<file path="src/design/u8nf_pkg.sv">
package u8nf_pkg;

   typedef logic [20:0] cp_type;
   typedef logic [7:0]  byte_type;

   localparam cp_type CP_REPL = 21'h00FFFD;
   localparam cp_type CP_LF   = 21'h00000A;

   localparam byte_type BYTE_NUL  = 8'h00;
   localparam byte_type BYTE_LF   = 8'h0A;
   localparam byte_type BYTE_FF   = 8'h0C;
   localparam byte_type BYTE_CR   = 8'h0D;
   localparam byte_type ASCII_MAX = 8'h7F;

   localparam byte_type LEAD2_MIN = 8'hC2;
   localparam byte_type LEAD2_MAX = 8'hDF;
   localparam byte_type LEAD3_MIN = 8'hE0;
   localparam byte_type LEAD3_MAX = 8'hEF;
   localparam byte_type LEAD4_MIN = 8'hF0;
   localparam byte_type LEAD4_MAX = 8'hF4;

   localparam byte_type LEAD_E0 = 8'hE0;
   localparam byte_type LEAD_ED = 8'hED;
   localparam byte_type LEAD_F0 = 8'hF0;
   localparam byte_type LEAD_F4 = 8'hF4;

   localparam byte_type CONT_LO = 8'h80;
   localparam byte_type CONT_HI = 8'hBF;
   localparam byte_type E0_LO   = 8'hA0;
   localparam byte_type ED_HI   = 8'h9F;
   localparam byte_type F0_LO   = 8'h90;
   localparam byte_type F4_HI   = 8'h8F;

   // up to two code points caused by one input byte
   typedef struct packed {
      logic [1:0] count;
      cp_type     cp0;
      cp_type     cp1;
   } step_out_type;

   typedef struct packed {
      logic busy;      // sequence still open
      logic after_cr;  // last byte taken was a CR that did not end the text
   } step_status_type;

endpackage

</file>
<file path="src/design/u8nf_if.sv">
interface u8nf_req_if;
   import u8nf_pkg::*;
   logic     valid;
   logic     ready;
   byte_type data_byte;
   logic     end_of_text;

   modport source (output valid, output data_byte, output end_of_text, input ready);
   modport sink   (input valid, input data_byte, input end_of_text, output ready);
endinterface

interface u8nf_rsp_if;
   import u8nf_pkg::*;
   logic   valid;
   logic   ready;
   cp_type code_point;
   logic   run_last;

   modport source (output valid, output code_point, output run_last, input ready);
   modport sink   (input valid, input code_point, input run_last, output ready);
endinterface

</file>
<file path="src/design/u8nf_step.sv">
module u8nf_step
   import u8nf_pkg::*;
(
   input  logic            clock,
   input  logic            reset,
   input  logic            fire,
   input  byte_type        data_byte,
   input  logic            end_of_text,
   output step_out_type    step_out,
   output step_status_type step_status
);

   typedef enum logic [1:0] {
      LEAD_ASCII,
      LEAD_SEQ,
      LEAD_BAD
   } lead_class_type;

   logic [1:0] pend_ff, pend_in;
   cp_type     part_ff, part_in;
   byte_type   lo_ff, lo_in;
   byte_type   hi_ff, hi_in;
   logic       acr_ff, acr_in;

   lead_class_type lead_class;
   logic [1:0]     lead_pend;
   cp_type         lead_part;
   byte_type       lead_lo;
   byte_type       lead_hi;

   // lead byte classification
   always_comb begin
      lead_class = LEAD_BAD;
      lead_pend  = 2'd0;
      lead_part  = '0;
      lead_lo    = CONT_LO;
      lead_hi    = CONT_HI;
      if (data_byte <= ASCII_MAX) begin
         lead_class = LEAD_ASCII;
      end else if (data_byte >= LEAD2_MIN && data_byte <= LEAD2_MAX) begin
         lead_class = LEAD_SEQ;
         lead_pend  = 2'd1;
         lead_part  = {16'd0, data_byte[4:0]};
      end else if (data_byte >= LEAD3_MIN && data_byte <= LEAD3_MAX) begin
         lead_class = LEAD_SEQ;
         lead_pend  = 2'd2;
         lead_part  = {17'd0, data_byte[3:0]};
         if (data_byte == LEAD_E0) lead_lo = E0_LO;
         if (data_byte == LEAD_ED) lead_hi = ED_HI;
      end else if (data_byte >= LEAD4_MIN && data_byte <= LEAD4_MAX) begin
         lead_class = LEAD_SEQ;
         lead_pend  = 2'd3;
         lead_part  = {18'd0, data_byte[2:0]};
         if (data_byte == LEAD_F0) lead_lo = F0_LO;
         if (data_byte == LEAD_F4) lead_hi = F4_HI;
      end
   end

   logic   skip;
   logic   in_range;
   cp_type part_shift;
   cp_type ascii_cp;

   assign skip       = acr_ff && data_byte == BYTE_LF && pend_ff == 2'd0;
   assign in_range   = data_byte >= lo_ff && data_byte <= hi_ff;
   assign part_shift = {part_ff[14:0], data_byte[5:0]};

   always_comb begin
      case (data_byte)
         BYTE_CR, BYTE_FF: ascii_cp = CP_LF;
         BYTE_NUL:         ascii_cp = CP_REPL;
         default:          ascii_cp = {13'd0, data_byte};
      endcase
   end

   always_comb begin
      step_out.count = 2'd0;
      step_out.cp0   = CP_REPL;
      step_out.cp1   = CP_REPL;
      pend_in = pend_ff;
      part_in = part_ff;
      lo_in   = lo_ff;
      hi_in   = hi_ff;
      acr_in  = 1'b0;

      if (!skip) begin
         if (pend_ff != 2'd0 && in_range) begin
            lo_in = CONT_LO;
            hi_in = CONT_HI;
            if (pend_ff == 2'd1) begin
               step_out.cp0   = part_shift;
               step_out.count = 2'd1;
               pend_in = 2'd0;
               part_in = '0;
            end else begin
               pend_in = pend_ff - 2'd1;
               part_in = part_shift;
            end
         end else begin
            // broken continuation: replacement, then the byte starts over
            if (pend_ff != 2'd0) begin
               step_out.cp0   = CP_REPL;
               step_out.count = 2'd1;
               pend_in = 2'd0;
               part_in = '0;
               lo_in   = CONT_LO;
               hi_in   = CONT_HI;
            end
            case (lead_class)
               LEAD_ASCII: begin
                  if (step_out.count == 2'd0) step_out.cp0 = ascii_cp;
                  else                        step_out.cp1 = ascii_cp;
                  step_out.count = step_out.count + 2'd1;
                  acr_in = data_byte == BYTE_CR;
               end
               LEAD_SEQ: begin
                  pend_in = lead_pend;
                  part_in = lead_part;
                  lo_in   = lead_lo;
                  hi_in   = lead_hi;
               end
               default: begin
                  pend_in = 2'd0;
                  part_in = '0;
                  lo_in   = CONT_LO;
                  hi_in   = CONT_HI;
                  if (step_out.count == 2'd0) step_out.cp0 = CP_REPL;
                  else                        step_out.cp1 = CP_REPL;
                  step_out.count = step_out.count + 2'd1;
               end
            endcase
         end
      end

      if (end_of_text) begin
         if (pend_in != 2'd0) begin
            if (step_out.count == 2'd0) step_out.cp0 = CP_REPL;
            else                        step_out.cp1 = CP_REPL;
            step_out.count = step_out.count + 2'd1;
         end
         pend_in = 2'd0;
         part_in = '0;
         lo_in   = CONT_LO;
         hi_in   = CONT_HI;
         acr_in  = 1'b0;
      end
   end

   always_ff @(posedge clock) begin
      if (reset) begin
         pend_ff <= 2'd0;
         part_ff <= '0;
         lo_ff   <= CONT_LO;
         hi_ff   <= CONT_HI;
         acr_ff  <= 1'b0;
      end else if (fire) begin
         pend_ff <= pend_in;
         part_ff <= part_in;
         lo_ff   <= lo_in;
         hi_ff   <= hi_in;
         acr_ff  <= acr_in;
      end
   end

   assign step_status.busy     = pend_ff != 2'd0;
   assign step_status.after_cr = acr_ff;

endmodule

</file>
<file path="src/design/utf8_decode_with_newline_fold.sv">
// UTF-8 to code point decoder with CSS newline and NUL folding.
//
// req_ch: one byte per word, end_of_text set on the last byte of a text.
// rsp_ch: one code point per word; run_last marks the last code point
//   caused by an input byte. A byte gives zero, one or two code points.
// Path: a byte is taken into the input register, then decoded into the
//   two-entry result buffer, from which its code points are offered.
// Throughput: one byte per cycle while the receiver keeps rsp_ch.ready high
//   and every byte gives at most one code point; a byte that gives two holds
//   the decode stage while the result buffer drains, so the buffer's single
//   output port sets the rate.
// Reset (synchronous, active high) empties both stages and returns the
//   decoder to the start of a new text.
// When the receiver stalls, the pending result stays in the buffer; one
//   more byte is taken into the input register, then req_ch.ready drops
//   until the buffer has room for the next byte's results.
module utf8_decode_with_newline_fold
   import u8nf_pkg::*;
(
   input  logic       clock,
   input  logic       reset,
   u8nf_req_if.sink   req_ch,
   u8nf_rsp_if.source rsp_ch
);

   logic     in_v_ff;
   byte_type in_byte_ff;
   logic     in_eot_ff;

   logic [1:0] cnt_ff;
   cp_type     slot0_ff;
   cp_type     slot1_ff;

   logic            pop;
   logic            out_free;
   logic            fire;
   step_out_type    step_out;
   step_status_type step_status;

   assign pop      = rsp_ch.valid && rsp_ch.ready;
   assign out_free = cnt_ff == 2'd0 || (cnt_ff == 2'd1 && rsp_ch.ready);
   assign fire     = in_v_ff && out_free;

   assign req_ch.ready = !in_v_ff || fire;

   always_ff @(posedge clock) begin
      if (reset) begin
         in_v_ff <= 1'b0;
      end else if (req_ch.ready) begin
         in_v_ff <= req_ch.valid;
      end
   end

   always_ff @(posedge clock) begin
      if (req_ch.valid && req_ch.ready) begin
         in_byte_ff <= req_ch.data_byte;
         in_eot_ff  <= req_ch.end_of_text;
      end
   end

   u8nf_step u_step (
      .clock       (clock),
      .reset       (reset),
      .fire        (fire),
      .data_byte   (in_byte_ff),
      .end_of_text (in_eot_ff),
      .step_out    (step_out),
      .step_status (step_status)
   );

   // whenever fire is high, the buffer holds exactly the new byte's code points after this cycle
   always_ff @(posedge clock) begin
      if (reset) begin
         cnt_ff <= 2'd0;
      end else if (fire && step_out.count != 2'd0) begin
         cnt_ff <= step_out.count;
      end else if (pop) begin
         cnt_ff <= cnt_ff - 2'd1;
      end
   end

   always_ff @(posedge clock) begin
      if (fire && step_out.count != 2'd0) begin
         slot0_ff <= step_out.cp0;
         slot1_ff <= step_out.cp1;
      end else if (pop) begin
         slot0_ff <= slot1_ff;
      end
   end

   assign rsp_ch.valid      = cnt_ff != 2'd0;
   assign rsp_ch.code_point = slot0_ff;
   assign rsp_ch.run_last   = cnt_ff == 2'd1;

   a_cnt_range: assert property (@(posedge clock) disable iff (reset)
      cnt_ff != 2'd3)
      else $error("result buffer count out of range");

   a_pair_head_repl: assert property (@(posedge clock) disable iff (reset)
      cnt_ff == 2'd2 |-> slot0_ff == CP_REPL)
      else $error("first of two code points is not a replacement");

   a_eot_clears: assert property (@(posedge clock) disable iff (reset)
      fire && in_eot_ff |=> !step_status.busy && !step_status.after_cr)
      else $error("decoder state not cleared after end of text");

   a_cr_then_lf: assert property (@(posedge clock) disable iff (reset)
      step_status.after_cr |-> !step_status.busy)
      else $error("carriage return flag set inside a sequence");

endmodule
</file>
<file path="src/flat_wrapper.sv">
// flat-port wrapper written by rule: the top's interface ports become plain ports
module utf8_decode_with_newline_fold_flat import u8nf_pkg::*;
  (clock, reset, req_ch_valid, req_ch_data_byte, req_ch_end_of_text, req_ch_ready, rsp_ch_valid, rsp_ch_code_point, rsp_ch_run_last, rsp_ch_ready);
  u8nf_req_if req_ch_i ();
  u8nf_rsp_if rsp_ch_i ();
  input  logic clock;
  input  logic reset;
  input wire logic [$bits(req_ch_i.valid)-1:0] req_ch_valid;
  input wire logic [$bits(req_ch_i.data_byte)-1:0] req_ch_data_byte;
  input wire logic [$bits(req_ch_i.end_of_text)-1:0] req_ch_end_of_text;
  output wire logic [$bits(req_ch_i.ready)-1:0] req_ch_ready;
  output wire logic [$bits(rsp_ch_i.valid)-1:0] rsp_ch_valid;
  output wire logic [$bits(rsp_ch_i.code_point)-1:0] rsp_ch_code_point;
  output wire logic [$bits(rsp_ch_i.run_last)-1:0] rsp_ch_run_last;
  input wire logic [$bits(rsp_ch_i.ready)-1:0] rsp_ch_ready;
  assign req_ch_i.valid = req_ch_valid;
  assign req_ch_i.data_byte = req_ch_data_byte;
  assign req_ch_i.end_of_text = req_ch_end_of_text;
  assign req_ch_ready = req_ch_i.ready;
  assign rsp_ch_valid = rsp_ch_i.valid;
  assign rsp_ch_code_point = rsp_ch_i.code_point;
  assign rsp_ch_run_last = rsp_ch_i.run_last;
  assign rsp_ch_i.ready = rsp_ch_ready;
  utf8_decode_with_newline_fold u_core (.clock(clock), .reset(reset), .req_ch(req_ch_i), .rsp_ch(rsp_ch_i));
endmodule
</file>
<file path="config.mk">
export PLATFORM = sky130hd
export DESIGN_NAME = utf8_decode_with_newline_fold_flat
export DESIGN_NICKNAME = d
export VERILOG_FILES = /design/src/design/u8nf_pkg.sv /design/src/design/u8nf_if.sv /design/src/design/u8nf_step.sv /design/src/design/utf8_decode_with_newline_fold.sv /design/src/flat_wrapper.sv
export SDC_FILE = /design/constraint.sdc
export NUM_CORES = 1
export LEC_CHECK = 0
export BUFFER_PORTS_ARGS = -buffer_cell sky130_fd_sc_hd__buf_2
export CAP_MARGIN = 20
export CORE_MARGIN = 10
export CORE_UTILIZATION = 58
export CTS_CLUSTER_DIAMETER = 150
export DETAILED_ROUTE_END_ITERATION = 10
export PLACE_DENSITY_LB_ADDON = 0.08
export SLEW_MARGIN = 10
export SYNTH_ARGS = -nofsm -noshare
export SYNTH_HDL_FRONTEND = slang
export SYNTH_SLANG_ARGS = --single-unit
</file>
<file path="constraint.sdc">
create_clock -name clock -period 5.23 [get_ports clock]
set_clock_uncertainty 0.05 [all_clocks]
set_input_delay 0.2615 -clock clock [delete_from_list [all_inputs] [get_ports clock]]
set_output_delay 0.2615 -clock clock [all_outputs]
set_load 0.01 [all_outputs]
</file>
# Yosys cells after proc, flatten, opt, wreduce, memory -nomap -nowiden
# Cells that the tools add are included.
[totals]
inputBits = 13
register_bits = 88
wordCells = 134
out_inout_bits = 24
[op_classes]
n_addsub = 4
n_lt_le_gt_ge = 9
n_eq_ne = 12
n_reduce_logical = 28
n_mux = 70
[op_table]
columns = ["operator", "count"]
rows = [
  ["21-bit two-way mux", 8],
  ["44-bit two-way mux", 3],
  ["8-bit two-way mux", 14],
  ["44-bit case mux with 2 select lines", 1],
  ["15-bit two-way mux", 5],
  ["23-bit two-way mux", 3],
  ["22-bit two-way mux", 2],
  ["8-bit equality test, second input constant", 4],
  ["16-bit case mux with 2 select lines", 1],
  ["8-bit case mux with 2 select lines", 2],
  ["2-bit two-way mux", 15],
  ["15-bit case mux with 2 select lines", 1],
  ["8-bit by 4-bit equality test with 1-bit output, second input constant", 3],
  ["8-bit greater-or-equal comparator, second input constant", 3],
  ["8-bit less-or-equal comparator, second input constant", 3],
  ["6-bit two-way mux", 4],
  ["5-bit two-way mux", 4],
  ["1-bit logical AND", 12],
  ["2-bit logical NOT", 5],
  ["2-bit nonzero test", 5],
  ["8-bit greater-or-equal comparator", 1],
  ["8-bit by 7-bit less-or-equal comparator with 1-bit output, second input constant", 1],
  ["8-bit less-or-equal comparator", 1],
  ["8-bit logical NOT", 1],
  ["other kinds (13)", 21],
]

# Logic depth before layout (Yosys ltp)
# Gate-level depths: netlist of run 1.
[depth]
word_depth = 17
depth_mapped = 14
ltp_nobuf = 12

# Modules after synthesis
# From an unflattened synthesis of run 1, not the netlist that was laid out.
[hier_totals]
cells_unflattened = 335
hier_area_um2 = 3768.6
[by_module_without_submodules]
columns = ["module", "area_per_inst_um2", "cells_per_inst", "seq_area_each_um2", "instances"]
rows = [
  ["utf8_decode_with_newline_fold", 2123.3, 106, 1591.5, 1],
  ["u8nf_step", 1645.3, 229, 440.4, 1],
]

# Least setup slack after synthesis of run 1
# Ideal clock, no wire load.
[synth_path]
path_type = "flip-flop to flip-flop"
from = "register u_core.in_byte_ff[4]"
to = "register u_core.slot0_ff[0], in the netlist u_core.rsp_ch.code_point[0] (enable)"
synth_period_minus_slack_ps = 3974
t_required_ps = 4803
path_buffers = 2
setup_slack_ps = 1256
arrival_ps = 3547
setup_ps = 377
path_stages_with_launch = 15
path_cell_list = "edfxtp_1 -> buf_6 -> inv_1 -> ha_1 -> and2_1 -> a2111o_1 -> nand2_1 -> o221ai_1 -> ha_1 -> inv_1 -> o31a_1 -> mux2_4 -> a21oi_4 -> buf_6 -> a21o_1"
[synth_between]
elab_chain_cells = 16
elab_cells_between_ends = 40
classes_between = "1 x add/sub; 9 x order compare; 2 x eq/ne; 16 x mux; 12 x reduce/logical"
[synth_lines]
columns = ["element", "line", "rtl"]
rows = [
  ["start, declared", "utf8_decode_with_newline_fold.sv:27", "byte_type in_byte_ff;"],
  ["start signal, assigned", "utf8_decode_with_newline_fold.sv:56", "in_byte_ff <= req_ch.data_byte;"],
  ["8-bit greater-or-equal comparator or 8-bit less-or-equal comparator (tied branches)", "u8nf_step.sv:50", "end else if (data_byte >= LEAD4_MIN && data_byte <= LEAD4_MAX) begin"],
  ["1-bit logical AND", "u8nf_step.sv:50", ""],
  ["2-bit two-way mux", "u8nf_step.sv:50", ""],
  ["2-bit two-way mux", "u8nf_step.sv:44", "end else if (data_byte >= LEAD3_MIN && data_byte <= LEAD3_MAX) begin"],
  ["2-bit two-way mux", "u8nf_step.sv:40", "end else if (data_byte >= LEAD2_MIN && data_byte <= LEAD2_MAX) begin"],
  ["2-bit two-way mux", "u8nf_step.sv:38", "if (data_byte <= ASCII_MAX) begin"],
  ["2-bit by 1-bit equality test with 1-bit output or 2-bit logical NOT (tied branches)", "u8nf_step.sv:109", "case (lead_class)"],
  ["44-bit case mux with 2 select lines or 2-bit case mux with 2 select lines (tied branches)", "u8nf_step.sv:109", ""],
  ["23-bit two-way mux or 2-bit two-way mux (tied branches)", "u8nf_step.sv:87", "if (pend_ff != 2'd0 && in_range) begin"],
  ["44-bit two-way mux or 2-bit two-way mux (tied branches)", "u8nf_step.sv:86", "if (!skip) begin"],
  ["2-bit by 1-bit adder with 2-bit output or 2-bit nonzero test (tied branches)", "u8nf_step.sv:139, u8nf_step.sv:136", ""],
  ["44-bit two-way mux", "u8nf_step.sv:136", "if (pend_in != 2'd0) begin"],
  ["44-bit two-way mux *", "u8nf_step.sv:135", "if (end_of_text) begin"],
  ["2-bit nonzero test *", "utf8_decode_with_newline_fold.sv:83", "if (fire && step_out.count != 2'd0) begin"],
  ["1-bit logical AND *", "utf8_decode_with_newline_fold.sv:83", ""],
  ["2-bit nonzero test (no source line) *", "-", ""],
  ["end signal, assigned", "utf8_decode_with_newline_fold.sv:84", "slot0_ff <= step_out.cp0;"],
  ["end signal, assigned", "utf8_decode_with_newline_fold.sv:87", "slot0_ff <= slot1_ff;"],
  ["end, declared", "utf8_decode_with_newline_fold.sv:31", "cp_type slot0_ff;"],
]
# Every way passes the cells marked *; elsewhere a longest branch is shown, timed or not.
# A chain may end at the register's enable or synchronous reset.

# Worst setup path in the final report of run 1
[layout_path]
from = "register u_core.in_byte_ff[4]"
to = "register u_core.slot0_ff[15], in the netlist u_core.rsp_ch.code_point[15] (enable)"
# The elaborated chain is that of the path after synthesis.

==> results of run 1 <==
## layer usage
layer / GRT usage (%) / wire length (um)
met3: 5.39 / 478
met4: 6.20 / 81
met1: 21.3 / 3270
met5: 0 / 0
met2: 26.0 / 3380
## flip-flops by register name, summed over array words and instances, names as in the netlist, 2 cells and up
name and cells:
u_core.cnt_ff 2, u_core.u_step.part_ff 15, u_core.u_step.lo_ff 2, u_core.in_byte_ff 8
u_core.u_step.hi_ff 2, u_core.rsp_ch.code_point 21, u_core.slot1_ff 9, u_core.u_step.pend_ff 2
## cell type report
| type | count | area [um2] |
|---|---|---|
| Sequential cell | 64 | 1670 |
| Inverter | 17 | 63.8 |
| Fill cell | 447 | 1880 |
| Tap cell | 72 | 90.1 |
| Clock buffer | 9 | 124 |
| Clock inverter | 7 | 47.5 |
| Timing Repair Buffer | 37 | 188 |
| Multi-Input combinational cell | 206 | 1380 |
## power by group through the flow
stage	Clock, mW	Sequential (mW)	Combinational, mW
4_1_cts	0.375	0.676	0.389
3_3_place_gp	0	0.685	0.381
2_1_floorplan	0	0.693	0.265
5_1_grt	0.392	0.685	0.429
6_report	0.365	0.676	0.385
3_5_place_dp	0	0.687	0.386
## synth_stat cells, types with 4 or more instances
cell type,number
edfxtp_1,39
and3_1,4
nor2_1,23
o21ai_0,19
clkbuf_1,9
inv_1,17
a21oi_1,16
ha_1,9
nand2_1,26
buf_2,4
dfxtp_1,25
a22oi_1,14
and2_1,7
a21o_1,4
nand2b_1,5
a2bb2oi_1,14
nor3_1,7
## worst paths after layout
path                                                             from                                endpoint  slack [ns]
worst min-delay path                              req_ch_data_byte[0]          u_core.in_byte_ff[0]$_DFFE_PP_        0.04
worst max-delay path                   u_core.in_byte_ff[4]$_DFFE_PP_  u_core.rsp_ch.code_point[15]$_DFFE_PP_        0.93
worst min register to register  u_core.u_step.part_ff[2]$_SDFFE_PP0P_   u_core.u_step.part_ff[2]$_SDFFE_PP0P_        0.43
worst max register to register         u_core.in_byte_ff[4]$_DFFE_PP_  u_core.rsp_ch.code_point[15]$_DFFE_PP_        0.93
## kinds of logic (layout without fill, tap and decap cells)
kind of cell               count (synthesis)  count (layout)
AOI/OAI and AO/OA                         91              91
adders and majority gates                  9               9
DFF                                       64              64
muxes                                      4               4
xor gates and xnor gates                   2               2
and+or+nand+nor                          100             100
buffers and inverters                     35              70
## layout by cell type (no fill, tap or decap), types with 5 or more instances in the layout
| cell type | instances |
|---|---|
| buf_2 | 36 |
| a2bb2oi_1 | 14 |
| inv_1 | 17 |
| clkbuf_8 | 9 |
| ha_1 | 9 |
| and2_1 | 7 |
| nand2_1 | 26 |
| o21ai_0 | 19 |
| nor3_1 | 7 |
| nand2b_1 | 5 |
| a22oi_1 | 14 |
| a21oi_1 | 16 |
| dfxtp_1 | 25 |
| edfxtp_1 | 39 |
| nor2_1 | 23 |
## metrics by stage
stage / hold WS, ns / util [%] / power (mW) / setup slack, ns / area [um2]
after detailed placement: 0.390 / 62.4 / 1.07 / 0.993 / 3390
after floorplan: 0.310 / - / 0.957 / 1.26 / 3210
after CTS: 0.0264 / 65.5 / 1.44 / 0.943 / 3560
after global placement: 0.389 / 62.4 / 1.07 / 1.14 / 3390
after global routing: 0.0247 / 65.5 / 1.51 / 0.657 / 3560
final: 0.0395 / 65.5 / 1.43 / 0.934 / 3560
==> impl_metrics.csv, run 1 <==
group,metric,value,unit
sta,rsz0062_at_grt,"false",
sta,hold_violations,0,
floorplanning,io_pins,37,
grt,antenna_found_initial,0,
grt,grt_usage,16.7,%
logic_synthesis,synth_area_leader_cell,"edfxtp_1",
logic_synthesis,synth_edf_count,39,
clock_network,post_cts_buffers,0,
cells_and_area,area_growth,11.0,%
floorplanning,row_count,27,
logic_synthesis,synth_fa_ha_area_share,3.51,%
critical_path,slowest_stage,"a21o_1",
critical_path,cp_num_cells,12,
clock_network,holdBufCountCts,0,
logic_synthesis,synth_cells,305,
hold_path,hp-class,"input port to flop",
logic_synthesis,netlist_area,3210,um2
power,power.leakage,1.31,nW
place,dp_hpwl,5190,um
place,place_inst,396,
clock_network,numCtsBuffers,9,
clock_network,clkLatencyLatePin,0.34,ns
logic_synthesis,synthDistinctLibCells,61,
sta,finalCriticalPeriod,4.30,ns
critical_path,critical_path_arrival,4.21,ns
sta,finalSetupViolCount,0,
clock_network,clockBufferDepth,2,
power,p_int,0.949,mW
logic_synthesis,dominantRegCellSynth,"edfxtp_1",
cells_and_area,drive_gt1_share,20.0,%
critical_path,worstPathMaxFanout,21,
power,clock_power_share,25.6,%
logic_synthesis,synth_top_family_by_area,"compound AO/OA/AOI/OAI gates",
critical_path,r2r_cells,12,
place,io_buffers,36,
sta,fmax,0.233,GHz
critical_path,crit_type,"flop to flop",
sta,slew_headroom,38.5,%
floorplanning,fp.dieW,94.4,um
clock_network,cts_tree,"done",
grt,gr-total-overflow,0,
clock_network,cts_resized,0,
logic_synthesis,synth_seq_area_share,52.1,%
power,p_per_area,400,nW/um2
run_status,status,"completed",
drt,dr.pass1.iters,4,
logic_synthesis,synthXorXnorAreaFrac,0.546,%
cells_and_area,diodes,0,
critical_path,worst_setup_path_end_kind,"flop",
logic_synthesis,synthArstFlopShare,0,%
logic_synthesis,synth_warnings,0,
cells_and_area,instances_no_fill,412,
power,switchingPower,0.477,mW
drt,drt_wl_total,7210,um
logic_synthesis,synth_top_area_share,36.5,%
sta,slew_violations,0,
critical_path,start_kind,"flop",
power,power_frac_seq,47.4,%
hold_path,holdPathStages,1,
logic_synthesis,synth_simple_gate_area_share,16.9,%
critical_path,path_cells,"inv_1 -> ha_1 -> and2_1 -> a2111o_1 -> nand2_1 -> o221ai_1 -> ha_1 -> inv_1 -> o31a_1 -> mux2_4 -> a21oi_4 -> a21o_1",
clock_network,clock-sinks,64,
sta,period_share,82.1,%
drt,ant_nets,0,
logic_synthesis,synth_compound_area_share,20.5,%
drt,drt-wirelength-per-cell,17.5,um
logic_synthesis,synthMuxAreaShare,1.52,%
power,vdd_drop_max,259,uV
grt,grt_pass1_wl,11800,um
power,switching_share,33.5,%
drt,vias_per_cell,5.98,
drt,drc,0,
sta,setup_tns,0,ns
place,gp_congestion,0.985,
floorplanning,die_height,94.4,um
critical_path,cp_num_buf_inv,2,
floorplanning,dieArea,8910,um2
logic_synthesis,synthTopCellsByArea,"edfxtp_1 (36%), dfxtp_1 (16%), a2bb2oi_1 (3.8%)",
run,drv_cap,0,
sta,worst_pin_slew,0.915,ns
critical_path,cpPeakStageDelay,0.64,ns
clock_network,root_buffer,"clkbuf_8",
drt,drt_iter0_markers,174,
logic_synthesis,synth_fp_nets,327,
critical_path,crit_family,"compound AO/OA/AOI/OAI gates",
clock_network,htreeDepth,3,
cells_and_area,nNetsFinal,357,
clock_network,path_clk_slew,0.07,ns
floorplanning,coreArea,5440,um2
logic_synthesis,synth_seq_cells,64,
grt,grt_max_degree,26,
critical_path,crit_required,5.14,ns
floorplanning,start_util,59.0,%
power,comb_power_share,27.0,%
drt,route.vias.total,2462,
logic_synthesis,syn_area_per_cell,10.5,um2
grt,grt_pass1_vias,2363,
No activity file was read; power rests on OpenSTA's default activity.
==> run 2, diff against run 1 <==
--- a/config.mk
+++ b/config.mk
@@ -5,10 +5,11 @@
 export SDC_FILE = /design/constraint.sdc
 export NUM_CORES = 1
 export LEC_CHECK = 0
+export ABC_AREA = 1
 export BUFFER_PORTS_ARGS = -buffer_cell sky130_fd_sc_hd__buf_2
 export CAP_MARGIN = 20
 export CORE_MARGIN = 10
-export CORE_UTILIZATION = 58
+export CORE_UTILIZATION = 53
 export CTS_CLUSTER_DIAMETER = 150
 export DETAILED_ROUTE_END_ITERATION = 10
 export PLACE_DENSITY_LB_ADDON = 0.08
==> constraint.sdc (replaced) <==
create_clock -name clock -period 3.9 [get_ports clock]
set_clock_uncertainty 0.05 [all_clocks]
set_input_delay 0.195 -clock clock [delete_from_list [all_inputs] [get_ports clock]]
set_output_delay 0.195 -clock clock [all_outputs]
set_load 0.01 [all_outputs]
==> run 2 against run 1 <==
Compared with the run above:
- synthesized cell count increased by 33%
- largest cell class unchanged
- wire length up 5.9%
- non-clock buffer count rose by 11
- first-iteration DRC count rose by 26%
- register-to-register slack worse by 0.50 ns
- sequential power rose by 32%
- combinational power increased by 35%
- sequential share of layout area down 3.5 points
- sequential cell count unchanged
- critical path type unchanged
==> impl_metrics.csv, run 2 <==
group,metric,value,unit
place,place_inst,509,
logic_synthesis,synth_area_leader_cell,"edfxtp_1",
cells_and_area,fill_cells,544,
sta,finalSetupViolCount,0,
sta,slew_headroom,38.4,%
clock_network,htreeDepth,3,
logic_synthesis,netlist_area,3330,um2
cells_and_area,nNetsFinal,476,
critical_path,crit_type,"flop to flop",
cells_and_area,final_cell_mix,"nand2_1 (118), edfxtp_1 (39), nor2_1 (38), inv_1 (37), buf_2 (36)",
drt,drc,0,
hold_path,holdPathStages,3,
cells_and_area,instances_no_fill,534,
critical_path,cpPeakStageDelay,0.55,ns
logic_synthesis,synthArstFlopShare,0,%
drt,dr.pass1.iters,4,
critical_path,start_kind,"flop",
critical_path,r2r_slack,0.44,ns
place,place_area,3560,um2
run,drv_cap,0,
critical_path,crit_family,"simple AND/OR/NAND/NOR gates",
logic_synthesis,synthDistinctLibCells,31,
grt,gr-total-overflow,0,
clock_network,cts_resized,0,
logic_synthesis,synth_top_area_share,35.2,%
critical_path,path_cells,"ha_1 -> nand2_1 -> nand2_1 -> nand2_1 -> nand2_1 -> nand2_2 -> nand3_4 -> nor2_2 -> inv_2 -> nand2_1 -> inv_2 -> ha_1 -> inv_1 -> nand3_1 -> nand3_2 -> nand2_2 -> nor2_2 -> inv_1",
sta,slew_violations,0,
sta,setup_tns,0,ns
logic_synthesis,synth_edf_count,39,
sta,fmax,0.289,GHz
hold_path,hold_end,"u_core.in_v_ff$_SDFFE_PP0N_",
clock_network,clock-sinks,64,
logic_synthesis,synth_seq_cells,64,
drt,route.vias.total,2754,
clock_network,root_buffer,"clkbuf_8",
logic_synthesis,yosysMostFrequentCell,"nand2_1",
sta,hold_violations,0,
critical_path,reg2reg_from,"u_core.in_byte_ff[5]$_DFFE_PP_",
floorplanning,dieArea,9850,um2
sta,whs,0.144,ns
grt,grt_max_degree,24,
drt,ant_nets,0,
floorplanning,fp.dieW,99.2,um
floorplanning,start_util,55.2,%
place,io_buffers,36,
cells_and_area,diodes,0,
logic_synthesis,synth_cells,407,
floorplanning,io_pins,37,
floorplanning,row_count,28,
grt,grt_usage,15.9,%
floorplanning,coreArea,6030,um2
hold_path,hp-class,"input port to flop",
cells_and_area,largest_reg_flops,21,
cells_and_area,area_growth,15.6,%
floorplanning,die_height,99.2,um
sta,fin_ws,0.437,ns
cells_and_area,drive_gt1_share,18.5,%
cells_and_area,final_common_cell,"nand2_1",
critical_path,r2r_cells,18,
clock_network,clkLatencyLatePin,0.35,ns
place,dp_hpwl,5860,um
hold_path,hold_start,"req_ch_valid",
logic_synthesis,synth_warnings,0,
logic_synthesis,syn_area_per_cell,8.18,um2
power,power.leakage,1.58,nW
place,pre_cts_ws,0.425,ns
sta,finalCriticalPeriod,3.46,ns
logic_synthesis,dominantRegCellSynth,"edfxtp_1",
drt,drt-wirelength-per-cell,14.3,um
critical_path,slowest_stage,"inv_1",
critical_path,regToRegEndpoint,"u_core.rsp_ch.code_point[12]$_DFFE_PP_",
critical_path,worstPathMaxFanout,21,
place,gp_congestion,0.919,
grt,antenna_found_initial,0,
power,vdd_drop_max,460,uV
cells_and_area,stdcell_area,3850,um2
clock_network,cts_tree,"done",
power,p_per_area,510,nW/um2
clock_network,post_cts_buffers,0,
sta,worst_pin_slew,0.917,ns
critical_path,cp_num_buf_inv,4,
sta,rsz0062_at_grt,"false",
critical_path,crit_required,3.83,ns
logic_synthesis,synthTopCellsByArea,"edfxtp_1 (35%), dfxtp_1 (15%), nand2_1 (13%)",
grt,grt_pass1_wl,12700,um
drt,drt_wl_total,7630,um
critical_path,worst_setup_path_end_kind,"flop",
clock_network,clockBufferDepth,2,
logic_synthesis,yosys-top-cells-count,"nand2_1 (118), edfxtp_1 (39), nor2_1 (38)",
drt,drt_iter0_markers,219,
critical_path,critical_path_arrival,3.39,ns
grt,grt_pass1_vias,2639,
logic_synthesis,synth_fp_nets,429,
clock_network,path_clk_slew,0.07,ns
logic_synthesis,synth_seq_area_share,50.2,%
run_status,status,"completed",
critical_path,crit_top_cell,"nand2_1",
clock_network,numCtsBuffers,9,
sta,period_share,88.8,%
drt,vias_per_cell,5.16,
-- run 2: changes by cell type after synthesis, sizes merged, moves of 5 or more --
| cell | delta |
|---|---|
| nand2b | -5 |
| nand4 | +11 |
| nand2 | +95 |
| inv | +33 |
| a22oi | -14 |
| a2bb2oi | -14 |
| and2 | -9 |
| nand3 | +28 |
| nor2 | +18 |
| a21oi | +6 |
-- run 2: logic make-up (layout without fill, tap and decap cells) --
group,after synthesis,count (layout),share of synthesized area (%)
AOI/OAI and AO/OA,52,52,8.57
adders and majority gates,9,9,3.38
buffers and inverters,63,115,7.74
DFF,64,64,50.2
and+or+nand+nor,219,219,30.1
-- run 2: per-stage QoR --
stage               util, %  total power, mW
floorplan                 -             1.27
detailed placement     59.1             1.42
global placement       59.1             1.41
finish                 63.8             1.96
CTS                    63.8             1.98
global route           63.8             2.09
-- run 2: area by class of cell --
class	instances	area, um2	share of cell area (%)
well taps	75	93.8	2.44
multi-input cells	280	1400	36.4
clock inverters	5	36.3	0.943
clock buffers	11	163	4.23
inverters	51	191	4.98
repair buffers	48	293	7.61
flip-flops and latches	64	1670	43.4
-- run 2: worst max path at each step --
stage          slack, ns  cells past startpoint                                          to                      startpoint
2_1_floorplan       0.78                     18       u_core.rsp_ch.code_point[0]$_DFFE_PP_  u_core.in_byte_ff[5]$_DFFE_PP_
6_report            0.44                     18      u_core.rsp_ch.code_point[12]$_DFFE_PP_  u_core.in_byte_ff[5]$_DFFE_PP_
4_1_cts             0.39                     18       u_core.rsp_ch.code_point[7]$_DFFE_PP_  u_core.in_byte_ff[5]$_DFFE_PP_
3_3_place_gp        0.54                     17  u_core.rsp_ch.code_point[20]$_SDFFCE_PN0P_  u_core.in_byte_ff[5]$_DFFE_PP_
5_1_grt             0.05                     17       u_core.rsp_ch.code_point[7]$_DFFE_PP_  u_core.in_byte_ff[5]$_DFFE_PP_
3_5_place_dp        0.42                     17  u_core.rsp_ch.code_point[16]$_SDFFCE_PN0P_  u_core.in_byte_ff[5]$_DFFE_PP_
-- run 2: power by group --
part	internal (mW)	switching (mW)
Sequential	0.851	0.0395
Combinational	0.164	0.355
Clock	0.289	0.264
-- run 2: routing by layer --
metal / up-vias / share of wire, % / global-route usage (%)
met5: - / 0 / 0
met4: 0 / 1.9 / 5.40
met3: 12 / 5.1 / 4.57
met2: 80 / 45 / 24.0
met1: 1213 / 48 / 21.3
li1: 1449 / - / -
-- run 2: timing repair --
| item | in CTS | in global routing |
|---|---|---|
| endpoints found under the hold margin | 9 | 0 |
| hold buffers | 9 | 0 |
| setup endpoints to repair | 0 | 0 |
-- run 2: worst register-to-register path, cell delays in order (launching register included) --
cell,delay [ns]
edfxtp_1,0.52
ha_1,0.36
nand2_1,0.08
nand2_1,0.06
nand2_1,0.06
nand2_1,0.07
nand2_2,0.11
nand3_4,0.12
nor2_2,0.13
inv_2,0.09
nand2_1,0.10
inv_2,0.04
ha_1,0.26
inv_1,0.03
nand3_1,0.08
nand3_2,0.12
nand2_2,0.19
nor2_2,0.05
inv_1,0.55
